--- config.mk ---
export PLATFORM = sky130hd
export DESIGN_NAME = hsi_to_rgbw_converter_core
export DESIGN_NICKNAME = d
export VERILOG_FILES = /design/src/rtl/h2rgbw_pkg.sv /design/src/rtl/hsi_to_rgbw_converter_core.sv
export SDC_FILE = /design/constraint.sdc
export NUM_CORES = 2
export LEC_CHECK = 0
export BUFFER_PORTS_ARGS = -buffer_cell sky130_fd_sc_hd__buf_2
export CORE_MARGIN = 5
export CORE_UTILIZATION = 60
export CTS_CLUSTER_SIZE = 25
export DETAILED_ROUTE_END_ITERATION = 8
export GPL_TIMING_DRIVEN = 0
export PLACE_DENSITY = 0.75
export SLEW_MARGIN = 10
export SYNTH_ARGS = -nofsm -noshare
export SYNTH_HDL_FRONTEND = slang
export SYNTH_SLANG_ARGS = --single-unit
--- constraint.sdc ---
create_clock -name clk -period 16.3 [get_ports clk]
set_input_delay 3.26 -clock clk [delete_from_list [all_inputs] [get_ports clk]]
set_output_delay 3.26 -clock clk [all_outputs]
set_load 0.1 [all_outputs]
--- src/rtl/h2rgbw_pkg.sv ---
// Shared types, constants and elaboration-time table math for the hsi to rgbw converter.
// No dependencies.
package h2rgbw_pkg;

    localparam int unsigned RATIO_FRAC_BITS_DEF = 14;
    localparam int unsigned HUE_WRAP            = 360;
    localparam int unsigned SECTOR_DEG          = 120;
    localparam int unsigned SAT_ONE             = 256;
    localparam int unsigned INT_LIMIT           = 512;
    localparam int unsigned CHAN_MAX            = 255;
    localparam longint unsigned PI_Q30          = 64'd3373259426;
    localparam longint unsigned ONE_Q30         = 64'd1073741824;

    // which channel leads the hue sector
    typedef enum logic [1:0] {
        SECT_RED_LEAD,
        SECT_GREEN_LEAD,
        SECT_BLUE_LEAD
    } sector_t;

    typedef struct packed {
        logic [8:0] hue_degrees;
        logic [9:0] saturation;
        logic [9:0] intensity;
    } hsi_t;

    typedef struct packed {
        logic [7:0] red;
        logic [7:0] green;
        logic [7:0] blue;
        logic [7:0] white;
    } rgbw_t;

    // unsigned shift-subtract division, used only while building tables
    function automatic longint unsigned div_u64(input longint unsigned num,
                                                input longint unsigned den);
        longint unsigned quo;
        longint unsigned rem;
        quo = '0;
        rem = '0;
        for (int b = 63; b >= 0; b--)
        begin
            rem = {rem[62:0], num[b]};
            if (rem >= den)
            begin
                rem    = rem - den;
                quo[b] = 1'b1;
            end
        end
        return quo;
    endfunction

    // |cos(d degrees)| in q.30 for d in 0..90, truncated taylor series
    function automatic longint unsigned cos_q30(input int unsigned d);
        longint unsigned x;
        longint unsigned x2;
        longint unsigned term;
        longint unsigned step;
        longint          acc;
        x    = div_u64(longint'(d) * PI_Q30, 64'd180);
        x2   = (x * x) >> 30;
        term = ONE_Q30;
        acc  = longint'(ONE_Q30);
        for (int unsigned n = 1; n <= 12; n++)
        begin
            step = longint'((2 * n - 1) * (2 * n));
            term = div_u64((term * x2) >> 30, step);
            if (n % 2 == 1)
                acc = acc - longint'(term);
            else
                acc = acc + longint'(term);
        end
        if (acc < 0)
            acc = 0;
        return longint'(acc);
    endfunction

    // cos(a)/cos(60-a) for a in 0..119, signed, frac fraction bits
    function automatic longint ratio_entry(input int unsigned a, input int unsigned frac);
        logic            neg;
        int unsigned     na;
        int unsigned     da;
        longint unsigned num;
        longint unsigned den;
        longint unsigned mag;
        neg = (a > 90);
        na  = neg ? 180 - a : a;
        da  = (a > 60) ? a - 60 : 60 - a;
        num = cos_q30(na);
        den = cos_q30(da);
        if (den == 0)
            den = 1;
        mag = div_u64((num << frac) + (den >> 1), den);
        return neg ? -longint'(mag) : longint'(mag);
    endfunction

endpackage

--- src/rtl/hsi_to_rgbw_converter_core.sv ---
// Hsi to rgbw converter top: five-stage pipeline, one pixel per clock unless stalled.
// Depends on h2rgbw_pkg.
//
// Takes one hue/saturation/intensity beat per clock and returns red, green, blue and white
// drive bytes from the last stage; with rgbw_ready held high the block sustains one pixel
// every cycle. The work is split into five registered stages: hue wrap and sector split
// with input clamping, the ratio table lookup and the saturation-intensity products, the
// scale by 255 and the white channel, the two ratio multipliers, and the divide by three
// with clamping and channel routing into the output register. Every stage carries its
// own valid bit and only moves when the stage after it has room, so a stalled output
// holds its beat while earlier stages keep filling bubbles. The lead and next factor tables
// hold 120 entries each and are built at elaboration from RATIO_FRAC_BITS.
module hsi_to_rgbw_converter_core #(
    parameter int unsigned RATIO_FRAC_BITS = h2rgbw_pkg::RATIO_FRAC_BITS_DEF
) (
    input  logic              clk,
    input  logic              rst_n,
    input  logic              hsi_valid,
    output logic              hsi_ready,
    input  h2rgbw_pkg::hsi_t  hsi,
    output logic              rgbw_valid,
    input  logic              rgbw_ready,
    output h2rgbw_pkg::rgbw_t rgbw
);
    import h2rgbw_pkg::*;

    localparam int unsigned FW = RATIO_FRAC_BITS + 2;   // lead/next factor width
    localparam int unsigned PW = 25 + FW;               // ratio product width
    localparam int unsigned QW = 11;                    // product after the 2^(16+F) shift
    localparam logic [QW-1:0] Q_CLAMP = QW'(3 * (CHAN_MAX + 1));
    localparam logic [11:0]   RECIP3  = 12'd2731;      // 2^13/3 rounded up

    typedef logic [FW-1:0] lut_t [SECTOR_DEG];

    // lead factor (1 + ratio) or next factor (2 - ratio), clamped at zero
    function automatic lut_t build_lut(input logic want_next);
        lut_t   t;
        longint r;
        longint one;
        longint f;
        one = longint'(1) << RATIO_FRAC_BITS;
        for (int unsigned a = 0; a < SECTOR_DEG; a++)
        begin
            r = ratio_entry(a, RATIO_FRAC_BITS);
            f = want_next ? (2 * one - r) : (one + r);
            if (f < 0)
                f = 0;
            t[a] = FW'(f);
        end
        return t;
    endfunction

    localparam lut_t LEAD_LUT = build_lut(1'b0);
    localparam lut_t NEXT_LUT = build_lut(1'b1);

    // stage valids and ready chain
    logic s1_vld_reg, s2_vld_reg, s3_vld_reg, s4_vld_reg, out_vld_reg;
    logic s1_rdy, s2_rdy, s3_rdy, s4_rdy, out_rdy;

    assign out_rdy   = !out_vld_reg || rgbw_ready;
    assign s4_rdy    = !s4_vld_reg || out_rdy;
    assign s3_rdy    = !s3_vld_reg || s4_rdy;
    assign s2_rdy    = !s2_vld_reg || s3_rdy;
    assign s1_rdy    = !s1_vld_reg || s2_rdy;
    assign hsi_ready = s1_rdy;
    assign rgbw_valid = out_vld_reg;

    always_ff @(posedge clk or negedge rst_n)
    begin
        if (!rst_n)
        begin
            s1_vld_reg  <= 1'b0;
            s2_vld_reg  <= 1'b0;
            s3_vld_reg  <= 1'b0;
            s4_vld_reg  <= 1'b0;
            out_vld_reg <= 1'b0;
        end
        else
        begin
            if (s1_rdy)
                s1_vld_reg <= hsi_valid;
            if (s2_rdy)
                s2_vld_reg <= s1_vld_reg;
            if (s3_rdy)
                s3_vld_reg <= s2_vld_reg;
            if (s4_rdy)
                s4_vld_reg <= s3_vld_reg;
            if (out_rdy)
                out_vld_reg <= s4_vld_reg;
        end
    end

    // stage 1: hue wrap, sector split, input clamps
    logic [8:0] hue_wrap;
    sector_t    s1_sector_next, s1_sector_reg;
    logic [6:0] s1_angle_next, s1_angle_reg;
    logic [8:0] s1_sat_next, s1_sat_reg;
    logic [9:0] s1_int_next, s1_int_reg;

    always_comb
    begin
        hue_wrap = (hsi.hue_degrees >= 9'(HUE_WRAP)) ? hsi.hue_degrees - 9'(HUE_WRAP)
                                                    : hsi.hue_degrees;
        if (hue_wrap >= 9'(2 * SECTOR_DEG))
        begin
            s1_sector_next = SECT_BLUE_LEAD;
            s1_angle_next  = 7'(hue_wrap - 9'(2 * SECTOR_DEG));
        end
        else if (hue_wrap >= 9'(SECTOR_DEG))
        begin
            s1_sector_next = SECT_GREEN_LEAD;
            s1_angle_next  = 7'(hue_wrap - 9'(SECTOR_DEG));
        end
        else
        begin
            s1_sector_next = SECT_RED_LEAD;
            s1_angle_next  = hue_wrap[6:0];
        end
        s1_sat_next = (hsi.saturation > 10'(SAT_ONE)) ? 9'(SAT_ONE) : hsi.saturation[8:0];
        s1_int_next = (hsi.intensity > 10'(INT_LIMIT)) ? 10'(INT_LIMIT) : hsi.intensity;
    end

    always_ff @(posedge clk)
    begin
        if (s1_rdy)
        begin
            s1_sector_reg <= s1_sector_next;
            s1_angle_reg  <= s1_angle_next;
            s1_sat_reg    <= s1_sat_next;
            s1_int_reg    <= s1_int_next;
        end
    end

    // stage 2: ratio lookup, saturation and intensity products
    sector_t       s2_sector_reg;
    logic [FW-1:0] s2_lead_reg, s2_next_reg;
    logic [17:0]   s2_si_reg, s2_sw_reg;
    logic [18:0]   si_full, sw_full;
    logic [8:0]    sat_inv;

    always_comb
    begin
        sat_inv = 9'(SAT_ONE) - s1_sat_reg;
        si_full = 19'(s1_sat_reg) * 19'(s1_int_reg);
        sw_full = 19'(sat_inv) * 19'(s1_int_reg);
    end

    always_ff @(posedge clk)
    begin
        if (s2_rdy)
        begin
            s2_sector_reg <= s1_sector_reg;
            s2_lead_reg   <= LEAD_LUT[s1_angle_reg];
            s2_next_reg   <= NEXT_LUT[s1_angle_reg];
            s2_si_reg     <= si_full[17:0];
            s2_sw_reg     <= sw_full[17:0];
        end
    end

    // stage 3: scale by 255, white channel
    sector_t       s3_sector_reg;
    logic [FW-1:0] s3_lead_reg, s3_next_reg;
    logic [24:0]   s3_base_reg;
    logic [7:0]    s3_white_reg;
    logic [24:0]   base_next;
    logic [24:0]   white_full;
    logic [8:0]    white_raw;

    always_comb
    begin
        base_next  = (25'(s2_si_reg) << 8) - 25'(s2_si_reg);
        white_full = (25'(s2_sw_reg) << 8) - 25'(s2_sw_reg);
        white_raw  = white_full[24:16];
    end

    always_ff @(posedge clk)
    begin
        if (s3_rdy)
        begin
            s3_sector_reg <= s2_sector_reg;
            s3_lead_reg   <= s2_lead_reg;
            s3_next_reg   <= s2_next_reg;
            s3_base_reg   <= base_next;
            s3_white_reg  <= (white_raw > 9'(CHAN_MAX)) ? 8'(CHAN_MAX) : white_raw[7:0];
        end
    end

    // stage 4: ratio multipliers, drop the fixed-point fraction
    sector_t       s4_sector_reg;
    logic [QW-1:0] s4_lead_q_reg, s4_next_q_reg;
    logic [7:0]    s4_white_reg;
    logic [PW-1:0] lead_prod, next_prod;

    always_comb
    begin
        lead_prod = PW'(s3_base_reg) * PW'(s3_lead_reg);
        next_prod = PW'(s3_base_reg) * PW'(s3_next_reg);
    end

    always_ff @(posedge clk)
    begin
        if (s4_rdy)
        begin
            s4_sector_reg <= s3_sector_reg;
            s4_lead_q_reg <= lead_prod[PW-1 -: QW];
            s4_next_q_reg <= next_prod[PW-1 -: QW];
            s4_white_reg  <= s3_white_reg;
        end
    end

    // stage 5: divide by three with clamp, route channels
    logic [21:0] lead_div, next_div;
    logic [7:0]  lead_ch, next_ch;
    rgbw_t       out_next, out_reg;

    always_comb
    begin
        lead_div = 22'(s4_lead_q_reg[9:0]) * 22'(RECIP3);
        next_div = 22'(s4_next_q_reg[9:0]) * 22'(RECIP3);
        lead_ch  = (s4_lead_q_reg >= Q_CLAMP) ? 8'(CHAN_MAX) : lead_div[20:13];
        next_ch  = (s4_next_q_reg >= Q_CLAMP) ? 8'(CHAN_MAX) : next_div[20:13];
        out_next.white = s4_white_reg;
        case (s4_sector_reg)
            SECT_RED_LEAD:
            begin
                out_next.red   = lead_ch;
                out_next.green = next_ch;
                out_next.blue  = 8'd0;
            end
            SECT_GREEN_LEAD:
            begin
                out_next.red   = 8'd0;
                out_next.green = lead_ch;
                out_next.blue  = next_ch;
            end
            SECT_BLUE_LEAD:
            begin
                out_next.red   = next_ch;
                out_next.green = 8'd0;
                out_next.blue  = lead_ch;
            end
            default:
            begin
                out_next.red   = 8'd0;
                out_next.green = 8'd0;
                out_next.blue  = 8'd0;
            end
        endcase
    end

    always_ff @(posedge clk)
    begin
        if (out_rdy)
            out_reg <= out_next;
    end

    assign rgbw = out_reg;

    // checks
    a_unused_channel_zero: assert property (@(posedge clk) disable iff (!rst_n)
        rgbw_valid |-> (rgbw.red == 8'd0 || rgbw.green == 8'd0 || rgbw.blue == 8'd0))
        else $error("no channel is zero in an output beat");

    a_full_flow: assert property (@(posedge clk) disable iff (!rst_n)
        rgbw_ready |-> hsi_ready)
        else $error("input stalled while output is being drained");

    a_stage1_clamped: assert property (@(posedge clk) disable iff (!rst_n)
        s1_vld_reg |-> (s1_sat_reg <= 9'(SAT_ONE) && s1_int_reg <= 10'(INT_LIMIT)
                        && s1_angle_reg < 7'(SECTOR_DEG)))
        else $error("stage one holds an unclamped value");

    a_stage4_range: assert property (@(posedge clk) disable iff (!rst_n)
        s4_vld_reg |-> (s4_lead_q_reg <= 11'd1530 && s4_next_q_reg <= 11'd1530))
        else $error("ratio product out of range");

endmodule

==> summary.md <==
| Metric | Value |
|---|---|
| Synth Instances | 4934 |
| Vias per cell | 6.01 |
| Cell area after synthesis | 45500 um^2 |
| Synth-to-Final Area Change | 5.87% |
| Remaining global-route overflow | 0 |
| Clock Pin Slew Worst Setup and Hold Paths | 60 ps |
| DR pass1 iterations | 7 |
| CTS tree | built |
| Initial antenna violation count | 6 |
| Die ar. | 81400 um^2 |
| Setup Buffers After CTS | 0 |
| CP arrival | 5140 ps |
| Crit-path leading delay family | simple AND/OR/NAND/NOR gates |
| First-pass GRT wire length | 229 mm |
| Critical Path, Cell by Cell | buf_2, nor2b_1, nand4_1, inv_1, nand2_2, buf_2 |
| # rows | 101 |
| Max cap viols | 1 |
| Fillcell total | 6362 |
| Die W | 285 um |
| Core Region | 75600 um^2 |
| Worst Skew | 38.1 ps |
| Initial DRC count | 3497 |
| Top cells by area, synth | fa_1 (35%), edfxtp_1 (15%), ha_1 (13%) |
| Number of synthesized flops with an enable pin | 226 |
| Status | finished with violations |
| Count of cell types in the netlist | 87 |
| Worst path max stage delay | 500 ps |
| Sequential share of the synthesized area | 15.2% |
| Final WL | 150 mm |
| CTS Sinks | 231 |
| Most used cell, CP | buf_2 |
| Clock latency on the worst-skew pair | 590 ps |
| Syn Nets | 6231 |
| Gpl congestion | 1.05 |
| Yosys reg bits | 231 |
| Cts-stage hold buffer count | 0 |
| Final Max Slew Viols | 0 |
| Post-DP HPWL | 120 mm |
| # setup viols final | 0 |
| CP Capture Type | output pin |
| I/O pin cnt | 67 |
| # resized after CTS | 0 |
| Routed len/inst | 24.8 um |
| Vias in the first global route | 38294 |
| RSZ-0062 raised after global routing | no |
| Setup TNS | 0 ps |
| Yosys warns | 0 |
| H-tree depth | 1 |
| DP Area | 47200 um^2 |
| Async SR Flop Fraction | 2.16% |
| Worst path bufs/invs | 3 |
| Synth Flop Type | edfxtp_1 |
| Startpoint types | input port |
| Antenna-violating nets left | 0 |
| Final Hold Vio Count | 0 |
| Starting Density | 60.2% |
| Max Fanout on Critical Path | 30 |
| Max reg flops | 32 |
| Most common cell in the synthesized netlist | inv_1 |
| Cell area after layout | 48100 um^2 |
| Yosys top cell area share | 35.5% |
| Reg area | 6910 um^2 |
| Final Cycle Share | 51.5% |
| Critical Path RT | 13040 ps |
| Clk buf depth | 3 |
| Die Ht | 285 um |
| Cell taking the most area after synthesis | fa_1 |
| Clock root cell | clkbuf_16 |
| Slew headroom | 0.439% |
| Post-Syn Area per Cell | 9.22 um^2 |
| Nets@finish | 6334 |
| Worst-Margin Slew | 1490 ps |
| Commonest cells post-synth | inv_1 (978), fa_1 (806), nand2_1 (712) |
| Share of layout cells above drive strength 1 | 3.40% |
| CP max stage cell | buf_2 |
| I/O Buffers | 66 |
| Max frequency | 0.119 GHz |
| Largest net degree at the start of global routing | 52 |
| Final worst path period need | 8400 ps |
| Footprint of the multi-input gates | 33900 um^2 |
| DRC | 0 |
| GRT Util Overall | 37.2% |
| Hold WC Path Type | reg -> reg |
| Failing checks | max-capacitance violations |
| Routed vias | 36320 |
| Num CTS Buffers | 28 |
| WS Path Type | in -> out |
[final cells by class]
type                    instances  share of cell area (%)
plain buffers                 253                    1.99
diodes                          2                  0.0104
flip-flops and latches        231                    14.4
clock buffers                  30                    1.51
clock inverters                22                   0.517
well taps                     978                    2.54
inverters                     982                    7.66
repair buffers                 73                   0.910
multi-input cells            3468                    70.5
[per-stage QoR]
stage                     util, %  hold slack [ps]  instances  setup slack [ps]
after floorplan                 -              400       4934              6180
after global placement       62.2              400       5978              4460
after detailed placement     62.4              405       5985              7880
after CTS                    63.7              414       6037              7870
after global routing         63.7              410       6037              7740
final                        63.7              406       6039              7900
[kinds of logic (layout without fill, tap and decap cells)]
kind of cell | count (synthesis) | after routing | share of synthesized area [%]
simple gates | 1478 | 1478 | 15.3
fa+ha+maj | 1264 | 1264 | 48.1
buf+inv | 1235 | 1360 | 10.2
compound gates | 605 | 605 | 8.61
flops | 231 | 231 | 15.2
xor+xnor | 104 | 104 | 2.02
mux | 17 | 17 | 0.575
other cells | 0 | 2 | 0
[path summary, 6_finish.rpt]
kind / from / end / slack, ps / cells after the start
min in group asynchronous: rst_n / s1_vld_reg$_DFFE_PN0P_ / 2470 / 1
setup reg to reg: s3_next_reg[8]$_DFFE_PP_ / s4_next_q_reg[8]$_DFFE_PP_ / 8490 / 24
max in group asynchronous: rst_n / s4_vld_reg$_DFFE_PN0P_ / 13700 / 1
setup / recovery: rgbw_ready / hsi_ready / 7900 / 6
hold / removal: s2_next_reg[13]$_DFFE_PP_ / s3_next_reg[13]$_DFFE_PP_ / 410 / 0
hold reg to reg: s2_next_reg[13]$_DFFE_PP_ / s3_next_reg[13]$_DFFE_PP_ / 410 / 0
[layout by cell type, fill, tap and decap left out, types with 9 or more instances in the layout]
master | synthesis | layout
nor3_1 | 61 | 61
fa_1 | 806 | 806
a31oi_1 | 24 | 24
a211oi_1 | 47 | 47
nand2b_1 | 13 | 13
xor2_1 | 25 | 25
nor2_1 | 175 | 175
o211ai_1 | 14 | 14
buf_2 | 7 | 73
o21bai_1 | 10 | 10
and2_1 | 396 | 396
nand3_1 | 39 | 38
a21o_1 | 30 | 30
a311oi_1 | 9 | 9
nor2b_1 | 27 | 27
inv_1 | 978 | 977
o21ai_0 | 143 | 143
edfxtp_1 | 226 | 226
a221oi_1 | 13 | 13
clkbuf_1 | 225 | 226
clkbuf_16 | 0 | 29
o21a_1 | 9 | 9
and3_1 | 9 | 9
buf_1 | 21 | 21
xnor2_1 | 78 | 78
ha_1 | 458 | 458
o31ai_1 | 16 | 16
nand4_1 | 15 | 15
o22ai_1 | 12 | 12
nand2_1 | 712 | 710
a21oi_1 | 174 | 174
[layer usage]
layer | wire (um) | GRT usage (%) | vias to the layer above
met3 | 16600 | 9.74 | 523
met2 | 66200 | 58.0 | 2013
li1 | - | - | 15713
met1 | 56900 | 48.3 | 18065
met4 | 10000 | 19.0 | 6
met5 | 40 | 0 | -
Power is left out: the tool's default activity adds up to more than one toggle a clock period on the data nets, which glitch-free logic cannot reach.
